`src/hdl/mwb3d_pkg.sv`:
```
// Shared types and constants for the Morton window bounds unit.
// No dependencies; the interfaces, the bounds logic, the top level and the checker import it.
`default_nettype none

package mwb3d_pkg;

	localparam int FIELD_W        = 16;
	localparam int CODE_OUT_W     = 48;
	localparam int COORD_BITS_DEF = 16;
	localparam int HALF_W         = FIELD_W - 1;

	localparam logic [FIELD_W-1:0] WINDOW_SIZE_RST = 16'd3;

	typedef struct packed {
		logic [FIELD_W-1:0] coord_x;
		logic [FIELD_W-1:0] coord_y;
		logic [FIELD_W-1:0] coord_z;
	} point_t;

	typedef struct packed {
		logic [CODE_OUT_W-1:0] window_min;
		logic [CODE_OUT_W-1:0] window_max;
	} bounds_t;

endpackage

`default_nettype wire

```
`src/hdl/mwb3d_if.sv`:
```
// Valid/ready channel interfaces for points in and code bounds out.
// Depends on mwb3d_pkg for the field widths.
`default_nettype none

interface mwb3d_point_if import mwb3d_pkg::*; ();
	logic               valid;
	logic               ready;
	logic [FIELD_W-1:0] coord_x;
	logic [FIELD_W-1:0] coord_y;
	logic [FIELD_W-1:0] coord_z;

	modport source (output valid, output coord_x, output coord_y, output coord_z, input ready);
	modport sink   (input valid, input coord_x, input coord_y, input coord_z, output ready);
endinterface

interface mwb3d_bounds_if import mwb3d_pkg::*; ();
	logic                  valid;
	logic                  ready;
	logic [CODE_OUT_W-1:0] window_min;
	logic [CODE_OUT_W-1:0] window_max;

	modport source (output valid, output window_min, output window_max, input ready);
	modport sink   (input valid, input window_min, input window_max, output ready);
endinterface

`default_nettype wire

```
`src/hdl/mwb3d_bounds.sv`:
```
// Combinational window corner stepping and Morton interleave for one point.
// Depends on mwb3d_pkg.
`default_nettype none

module mwb3d_bounds import mwb3d_pkg::*; #(
	parameter int COORD_BITS = COORD_BITS_DEF
) (
	input  var point_t              pt,
	input  wire  [HALF_W-1:0]       half,
	output logic [CODE_OUT_W-1:0]   code_lo,
	output logic [CODE_OUT_W-1:0]   code_hi
);

	// Wide enough that c + half never overflows.
	localparam int CW     = ((COORD_BITS > HALF_W) ? COORD_BITS : HALF_W) + 2;
	localparam int CODE_W = 3 * COORD_BITS;

	logic [2:0][FIELD_W-1:0]    raw;
	logic [2:0][COORD_BITS-1:0] c;
	logic [2:0][COORD_BITS-1:0] bwd;
	logic [2:0][COORD_BITS-1:0] fwd;
	logic [CW-1:0]              half_ext;
	logic [CW-1:0]              cmax_ext;
	logic [CODE_W-1:0]          lo_full;
	logic [CODE_W-1:0]          hi_full;

	assign raw      = {pt.coord_x, pt.coord_y, pt.coord_z};
	assign half_ext = CW'(half);
	assign cmax_ext = {{(CW-COORD_BITS){1'b0}}, {COORD_BITS{1'b1}}};

	// Axis 2 is x, axis 1 is y, axis 0 is z, matching the code bit order.
	for (genvar a = 0; a < 3; a++) begin : g_axis
		logic [CW-1:0] c_ext;
		logic [CW-1:0] sum;
		logic [CW-1:0] diff;

		if (COORD_BITS <= FIELD_W) begin : g_cut
			assign c[a] = raw[a][COORD_BITS-1:0];
		end else begin : g_ext
			assign c[a] = {{(COORD_BITS-FIELD_W){1'b0}}, raw[a]};
		end

		assign c_ext = CW'(c[a]);
		assign sum   = c_ext + half_ext;
		assign diff  = c_ext - half_ext;

		// Step only when the moved corner stays strictly inside the range.
		assign fwd[a] = (sum < cmax_ext) ? sum[COORD_BITS-1:0] : c[a];
		assign bwd[a] = (c_ext > half_ext) ? diff[COORD_BITS-1:0] : c[a];
	end

	for (genvar i = 0; i < COORD_BITS; i++) begin : g_ilv
		assign lo_full[3*i+2] = bwd[2][i];
		assign lo_full[3*i+1] = bwd[1][i];
		assign lo_full[3*i]   = bwd[0][i];
		assign hi_full[3*i+2] = fwd[2][i];
		assign hi_full[3*i+1] = fwd[1][i];
		assign hi_full[3*i]   = fwd[0][i];
	end

	if (CODE_W >= CODE_OUT_W) begin : g_trim
		assign code_lo = lo_full[CODE_OUT_W-1:0];
		assign code_hi = hi_full[CODE_OUT_W-1:0];
	end else begin : g_pad
		assign code_lo = {{(CODE_OUT_W-CODE_W){1'b0}}, lo_full};
		assign code_hi = {{(CODE_OUT_W-CODE_W){1'b0}}, hi_full};
	end

endmodule

`default_nettype wire

```
`src/hdl/morton_window_bounds_3d_unit.sv`:
```
// Top level of the Morton window bounds unit: input and result registers.
// Depends on mwb3d_pkg, the channel interfaces in mwb3d_if and mwb3d_bounds.
//
// For each 3D point transferred in on the point channel, the unit returns one
// transfer on the bounds channel holding the least and the greatest 48-bit
// Morton code over the eight corners of a cube window centered on the point.
// The offset is window_size / 2 (rounded down); each corner coordinate moves
// by the offset only where the move stays strictly inside the coordinate
// range, otherwise it keeps the center value. A point passes the input
// register, then the result register, with the corner stepping and interleave
// between them. One point is taken every clock cycle as long as the bounds
// channel keeps accepting; the rate is set by the single result register,
// which holds its transfer while the sink stalls and lets the input register
// fill behind it. window_size resets to 3; the user writes it through
// cfg_we/cfg_wdata only while no point is in flight, unenforced by the block.
`default_nettype none

module morton_window_bounds_3d_unit import mwb3d_pkg::*; #(
	parameter int COORD_BITS = COORD_BITS_DEF
) (
	input  wire                clk,
	input  wire                arst_n,
	input  wire                cfg_we,
	input  wire  [FIELD_W-1:0] cfg_wdata,
	mwb3d_point_if.sink        point,
	mwb3d_bounds_if.source     bounds
);

	logic [FIELD_W-1:0]    window_size_q;
	logic                  valid_s1;
	point_t                pt_s1;
	logic                  valid_s2;
	bounds_t               res_s2;
	logic                  s2_free;
	logic                  advance;
	logic [CODE_OUT_W-1:0] code_lo;
	logic [CODE_OUT_W-1:0] code_hi;

	// The result register is free when empty or when its transfer completes now.
	assign s2_free     = !valid_s2 || bounds.ready;
	assign advance     = valid_s1 && s2_free;
	assign point.ready = !valid_s1 || advance;

	always_ff @(posedge clk or negedge arst_n) begin
		if (!arst_n) begin
			window_size_q <= WINDOW_SIZE_RST;
		end else if (cfg_we) begin
			window_size_q <= cfg_wdata;
		end
	end

	// Input register: takes a new point whenever the stage is empty or draining.
	always_ff @(posedge clk or negedge arst_n) begin
		if (!arst_n) begin
			valid_s1 <= 1'b0;
		end else if (point.ready) begin
			valid_s1 <= point.valid;
		end
	end

	always_ff @(posedge clk) begin
		if (point.valid && point.ready) begin
			pt_s1 <= '{coord_x: point.coord_x, coord_y: point.coord_y,
				coord_z: point.coord_z};
		end
	end

	// The half-width is the register shifted right by one.
	mwb3d_bounds #(
		.COORD_BITS(COORD_BITS)
	) u_bounds (
		.pt      (pt_s1),
		.half    (window_size_q[FIELD_W-1:1]),
		.code_lo (code_lo),
		.code_hi (code_hi)
	);

	// Result register: holds its codes until the sink completes the transfer.
	always_ff @(posedge clk or negedge arst_n) begin
		if (!arst_n) begin
			valid_s2 <= 1'b0;
		end else if (s2_free) begin
			valid_s2 <= valid_s1;
		end
	end

	always_ff @(posedge clk) begin
		if (advance) begin
			res_s2 <= '{window_min: code_lo, window_max: code_hi};
		end
	end

	assign bounds.valid      = valid_s2;
	assign bounds.window_min = res_s2.window_min;
	assign bounds.window_max = res_s2.window_max;

endmodule

`default_nettype wire

```
`src/flat_wrapper.sv`:
```
// flat-port wrapper written by rule: the top's interface ports become plain ports
module morton_window_bounds_3d_unit_flat import mwb3d_pkg::*;
#(
	parameter int COORD_BITS = COORD_BITS_DEF
)
  (clk, arst_n, cfg_we, cfg_wdata, point_valid, point_coord_x, point_coord_y, point_coord_z, point_ready, bounds_valid, bounds_window_min, bounds_window_max, bounds_ready);
  mwb3d_point_if point_i ();
  mwb3d_bounds_if bounds_i ();
  input  wire clk;
  input  wire arst_n;
  input  wire cfg_we;
  input  wire  [FIELD_W-1:0] cfg_wdata;
  input wire logic [$bits(point_i.valid)-1:0] point_valid;
  input wire logic [$bits(point_i.coord_x)-1:0] point_coord_x;
  input wire logic [$bits(point_i.coord_y)-1:0] point_coord_y;
  input wire logic [$bits(point_i.coord_z)-1:0] point_coord_z;
  output wire logic [$bits(point_i.ready)-1:0] point_ready;
  output wire logic [$bits(bounds_i.valid)-1:0] bounds_valid;
  output wire logic [$bits(bounds_i.window_min)-1:0] bounds_window_min;
  output wire logic [$bits(bounds_i.window_max)-1:0] bounds_window_max;
  input wire logic [$bits(bounds_i.ready)-1:0] bounds_ready;
  assign point_i.valid = point_valid;
  assign point_i.coord_x = point_coord_x;
  assign point_i.coord_y = point_coord_y;
  assign point_i.coord_z = point_coord_z;
  assign point_ready = point_i.ready;
  assign bounds_valid = bounds_i.valid;
  assign bounds_window_min = bounds_i.window_min;
  assign bounds_window_max = bounds_i.window_max;
  assign bounds_i.ready = bounds_ready;
  morton_window_bounds_3d_unit #(.COORD_BITS(COORD_BITS)) u_core (.clk(clk), .arst_n(arst_n), .cfg_we(cfg_we), .cfg_wdata(cfg_wdata), .point(point_i), .bounds(bounds_i));
endmodule
```
`config.mk`:
```
export PLATFORM = sky130hd
export DESIGN_NAME = morton_window_bounds_3d_unit_flat
export DESIGN_NICKNAME = d
export VERILOG_FILES = /design/src/hdl/mwb3d_pkg.sv /design/src/hdl/mwb3d_if.sv /design/src/hdl/mwb3d_bounds.sv /design/src/hdl/morton_window_bounds_3d_unit.sv /design/src/flat_wrapper.sv
export SDC_FILE = /design/constraint.sdc
export NUM_CORES = 1
export LEC_CHECK = 0
export CAP_MARGIN = 20
export CORE_UTILIZATION = 43
export DETAILED_ROUTE_END_ITERATION = 16
export DONT_BUFFER_PORTS = 1
export PLACE_DENSITY = 0.63
export SYNTH_ARGS = -nofsm -noshare
export SYNTH_HDL_FRONTEND = slang
export SYNTH_SLANG_ARGS = --single-unit
```
`constraint.sdc`:
```
create_clock -name clk -period 3.65 [get_ports clk]
set_input_delay 0.365 -clock clk [delete_from_list [all_inputs] [get_ports clk]]
set_output_delay 0.365 -clock clk [all_outputs]
set_load 0.01 [all_outputs]
```
==> results.sh <==
export IMPL_hold_viol=0
export IMPL_p_leak_nw=5.304
export IMPL_clockRootBuffer="clkbuf_16"
export IMPL_drive_above_1_share_pct=23.54
export IMPL_gp_congestion=0.9196
export IMPL_via_per_inst=5.648
export IMPL_grt_usage_pct=23.31
export IMPL_synth_edf_count=144
export IMPL_slew_violations=0
export IMPL_grt_setup_unrepaired="true"
export IMPL_synth_ff_type="edfxtp_1"
export IMPL_synth_cell_type_count=86
export IMPL_ys_warn_count=0
export IMPL_finalPower_mw=6.688
export IMPL_syn_to_final_growth_pct=21.79
export IMPL_syn_num_nets=1209
export IMPL_layout_setup_ws_ns=-0.02212
export IMPL_cts_buffer_depth=2
export IMPL_syn_avg_cell_area_um2=10.47
export IMPL_period_needed_ns=3.672
export IMPL_regArea_mm2=0.004752
export IMPL_die_area_mm2=0.02607
export IMPL_grt_pass1_wl_um=46130
export IMPL_status="finished, violations left"
export IMPL_endpoint_kind="register"
export IMPL_setup_violations=4
export IMPL_grt_overflow=0
export IMPL_wl_per_cell_um=20.43
export IMPL_async_flop_share_pct=10.56
export IMPL_crit_arrival_ns=3.86
export IMPL_fin_skew_ns=0.008570
export IMPL_p_int_mw=4.483
export IMPL_synth_seq_cells=161
export IMPL_swShare_pct=32.96
export IMPL_holdWs_ns=0.02184
export IMPL_yosysSeqAreaShare_pct=43.44
export IMPL_timing_final_crit_share_pct=100.6
export IMPL_vias=8500
export IMPL_clk_latency_ns=0.43
export IMPL_combPwrFrac_pct=33.2
export IMPL_mostFrequentLayoutCell="edfxtp_1"
export IMPL_grt_pass1_vias=8032
export IMPL_fmax_mhz=272.3
export IMPL_min_path_type="in2reg"
export IMPL_cpPeakStageDelay_ns=0.41
export IMPL_syn_area_mm2=0.01094
export IMPL_cts_buffers=17
export IMPL_crit_buf_inv=3
export IMPL_seq_power_share_pct=38.7
export IMPL_ioPinCount=167
export IMPL_fp_dieW_um=161.5
export IMPL_cp_max_fo=5
export IMPL_clock_sinks=161
export IMPL_startpoint_type="register"
export IMPL_postLayoutCoreUtil_pct=54.13
export IMPL_dp_hpwl_um=23270
export IMPL_start_util_pct=44.44
export IMPL_vdd_ir_drop_max_uv=321.7
export IMPL_critPathSlowestCell="fa_2"
export IMPL_violations="setup timing"
export IMPL_io_buffer_count=0
export IMPL_slew_limit_headroom_pct=43.30
export IMPL_htree_levels=4
export IMPL_finalSetupTns_ns=-0.06507
export IMPL_grt_max_degree=54
export IMPL_antenna_found_initial=0
export IMPL_cts_tree="done"
export IMPL_nets=1333
export IMPL_drtPass1Iterations=5
export IMPL_required_ns=3.83
export IMPL_wirelength_um=30750
export IMPL_final_cell_mix="edfxtp_1, buf_4, ha_1"
export IMPL_clkTransAtPathRegs_ns=0.07
export IMPL_syn_inst=1044
export IMPL_drtAntennaViolNets=0
export IMPL_fillers=2145
export IMPL_path_class="reg2reg"
export IMPL_cp_cell_sequence="buf_6 > ha_4 > fa_2 > nand2b_4 > a211oi_4 > buf_4 > o211a_4 > o41ai_4 > xnor2_1 > nor4_2 > nand3_1 > o31ai_4 > clkbuf_16 > mux2_4"
export IMPL_power_density_mw_per_mm2=502.2
export IMPL_pwr_share_clk_pct=28.1
export IMPL_die_h_um=161.5
export IMPL_core_area_mm2=0.02460
export IMPL_crit_family="compound AO/OA/AOI/OAI gates"
export IMPL_drv_cap=0
export IMPL_antenna_cells=0
export IMPL_worstMarginPinSlew_ns=0.8476
export IMPL_multi_input_area_mm2=0.006036
export IMPL_rows=57
export IMPL_p_switching_mw=2.204
export IMPL_drc=0
export IMPL_drt_iter0_drc=754
worst register-to-register path, stage by stage (launching register included):
cell and delay (ns):
dfstp_2 0.39, buf_6 0.13, ha_4 0.16, fa_2 0.41, nand2b_4 0.10, a211oi_4 0.07
buf_4 0.15, o211a_4 0.27, o41ai_4 0.32, xnor2_1 0.14, nor4_2 0.27, nand3_1 0.17
o31ai_4 0.33, clkbuf_16 0.22, mux2_4 0.30
synthesized netlist by cell type, types with 6 or more instances:
cell / count / area share, %
o211ai_1: 11 / 0.76
xnor2_1: 46 / 3.7
mux2_2: 27 / 2.8
o21a_1: 13 / 0.89
nand3_1: 16 / 0.73
dfrtp_1: 16 / 3.7
o21bai_1: 11 / 0.76
fa_1: 6 / 1.1
o21ai_0: 67 / 3.1
or3_1: 9 / 0.51
nor2_1: 57 / 2.0
a21oi_1: 70 / 3.2
and3_1: 6 / 0.34
clkbuf_1: 29 / 1.0
nor4_1: 6 / 0.34
nand3b_1: 12 / 0.82
o31ai_1: 8 / 0.55
inv_1: 62 / 2.1
edfxtp_1: 144 / 40
a211oi_1: 6 / 0.41
xor2_1: 19 / 1.5
nand2_1: 64 / 2.2
a31oi_1: 6 / 0.34
nor2b_1: 23 / 1.3
buf_2: 9 / 0.41
a311oi_1: 6 / 0.48
a21o_1: 20 / 1.4
nor3_1: 32 / 1.5
nand4_1: 11 / 0.63
nand2b_1: 19 / 1.1
ha_1: 90 / 10
mux2i_1: 10 / 0.92
path summary, 6_finish.rpt:
| path | start | to | slack (ns) | cells after the start |
|---|---|---|---|---|
| setup reg to reg | u_core.window_size_q[1] | u_core.bounds.window_max[29] | -0.02 | 14 |
| hold reg to reg | u_core.valid_s1 | u_core.bounds.valid | 0.50 | 1 |
| setup / recovery | u_core.window_size_q[1] | u_core.bounds.window_max[29] | -0.02 | 14 |
| max in group asynchronous | arst_n | u_core.window_size_q[2] | 2.59 | 1 |
| min in group asynchronous | arst_n | u_core.bounds.valid | 0.48 | 1 |
| hold / removal | point_coord_y[8] | u_core.pt_s1[24] | 0.02 | 0 |
registers in the layout, indices dropped and copies added, names as in the netlist:
register and flops:
u_core.bounds.window_max 48, u_core.bounds.window_min 48, u_core.pt_s1 48, u_core.window_size_q 15
u_core.bounds.valid 1, u_core.valid_s1 1
power by group through the flow:
| stage | logic [mW] | clock network [mW] | registers, mW |
|---|---|---|---|
| final | 2.22 | 1.88 | 2.59 |
| after global routing | 2.42 | 1.96 | 2.61 |
| after CTS | 2.09 | 1.91 | 2.59 |
| after detailed placement | 2.03 | 0 | 2.63 |
| after global placement | 2.01 | 0 | 2.63 |
| after floorplan | 1.34 | 0 | 2.58 |
cell families after synthesis:
logic type	count (synthesis)	share of synthesized area [%]
flops	161	43.44
xor+xnor	65	5.206
mux	45	4.691
compound gates	275	16.98
buf+inv	113	4.348
fa+ha+maj	96	11.40
simple gates	289	13.94
routing by layer:
layer / vias to the layer above / global-route usage, % / wire length, µm
met1: 4106 / 32.65 / 14520
li1: 4092 / - / -
met5: - / 0 / 0
met3: 35 / 4.289 / 1672
met4: 0 / 6.904 / 566
met2: 267 / 36.62 / 13990
what timing repair did:
action                                 4_1_cts  5_1_grt
pin swaps                                    6       21
setup buffers                                3       13
gates cloned                                 0        1
endpoints found under the hold margin       17        0
setup endpoints to repair                   34       55
hold buffers                                 1        0
resized for setup                           17       48
final cells by class:
class | instances | area share, %
timing repair buffer | 155 | 9.630
multi-input combinational | 770 | 45.32
clock inverter | 11 | 1.165
sequential | 161 | 35.68
clock buffer | 21 | 3.382
tap | 324 | 3.044
inverter | 63 | 1.776
through the flow:
| stage | worst slack, ns | area [µm²] | cells |
|---|---|---|---|
| finish | -0.02212 | 13320 | 1505 |
| global route | -0.1115 | 13320 | 1505 |
| CTS | -0.001803 | 12960 | 1492 |
| detailed placement | -0.2102 | 12240 | 1456 |
| global placement | -0.1351 | 12240 | 1456 |
| floorplan | 0.09822 | 10940 | 1044 |
Power figures use the tool's default switching activity.
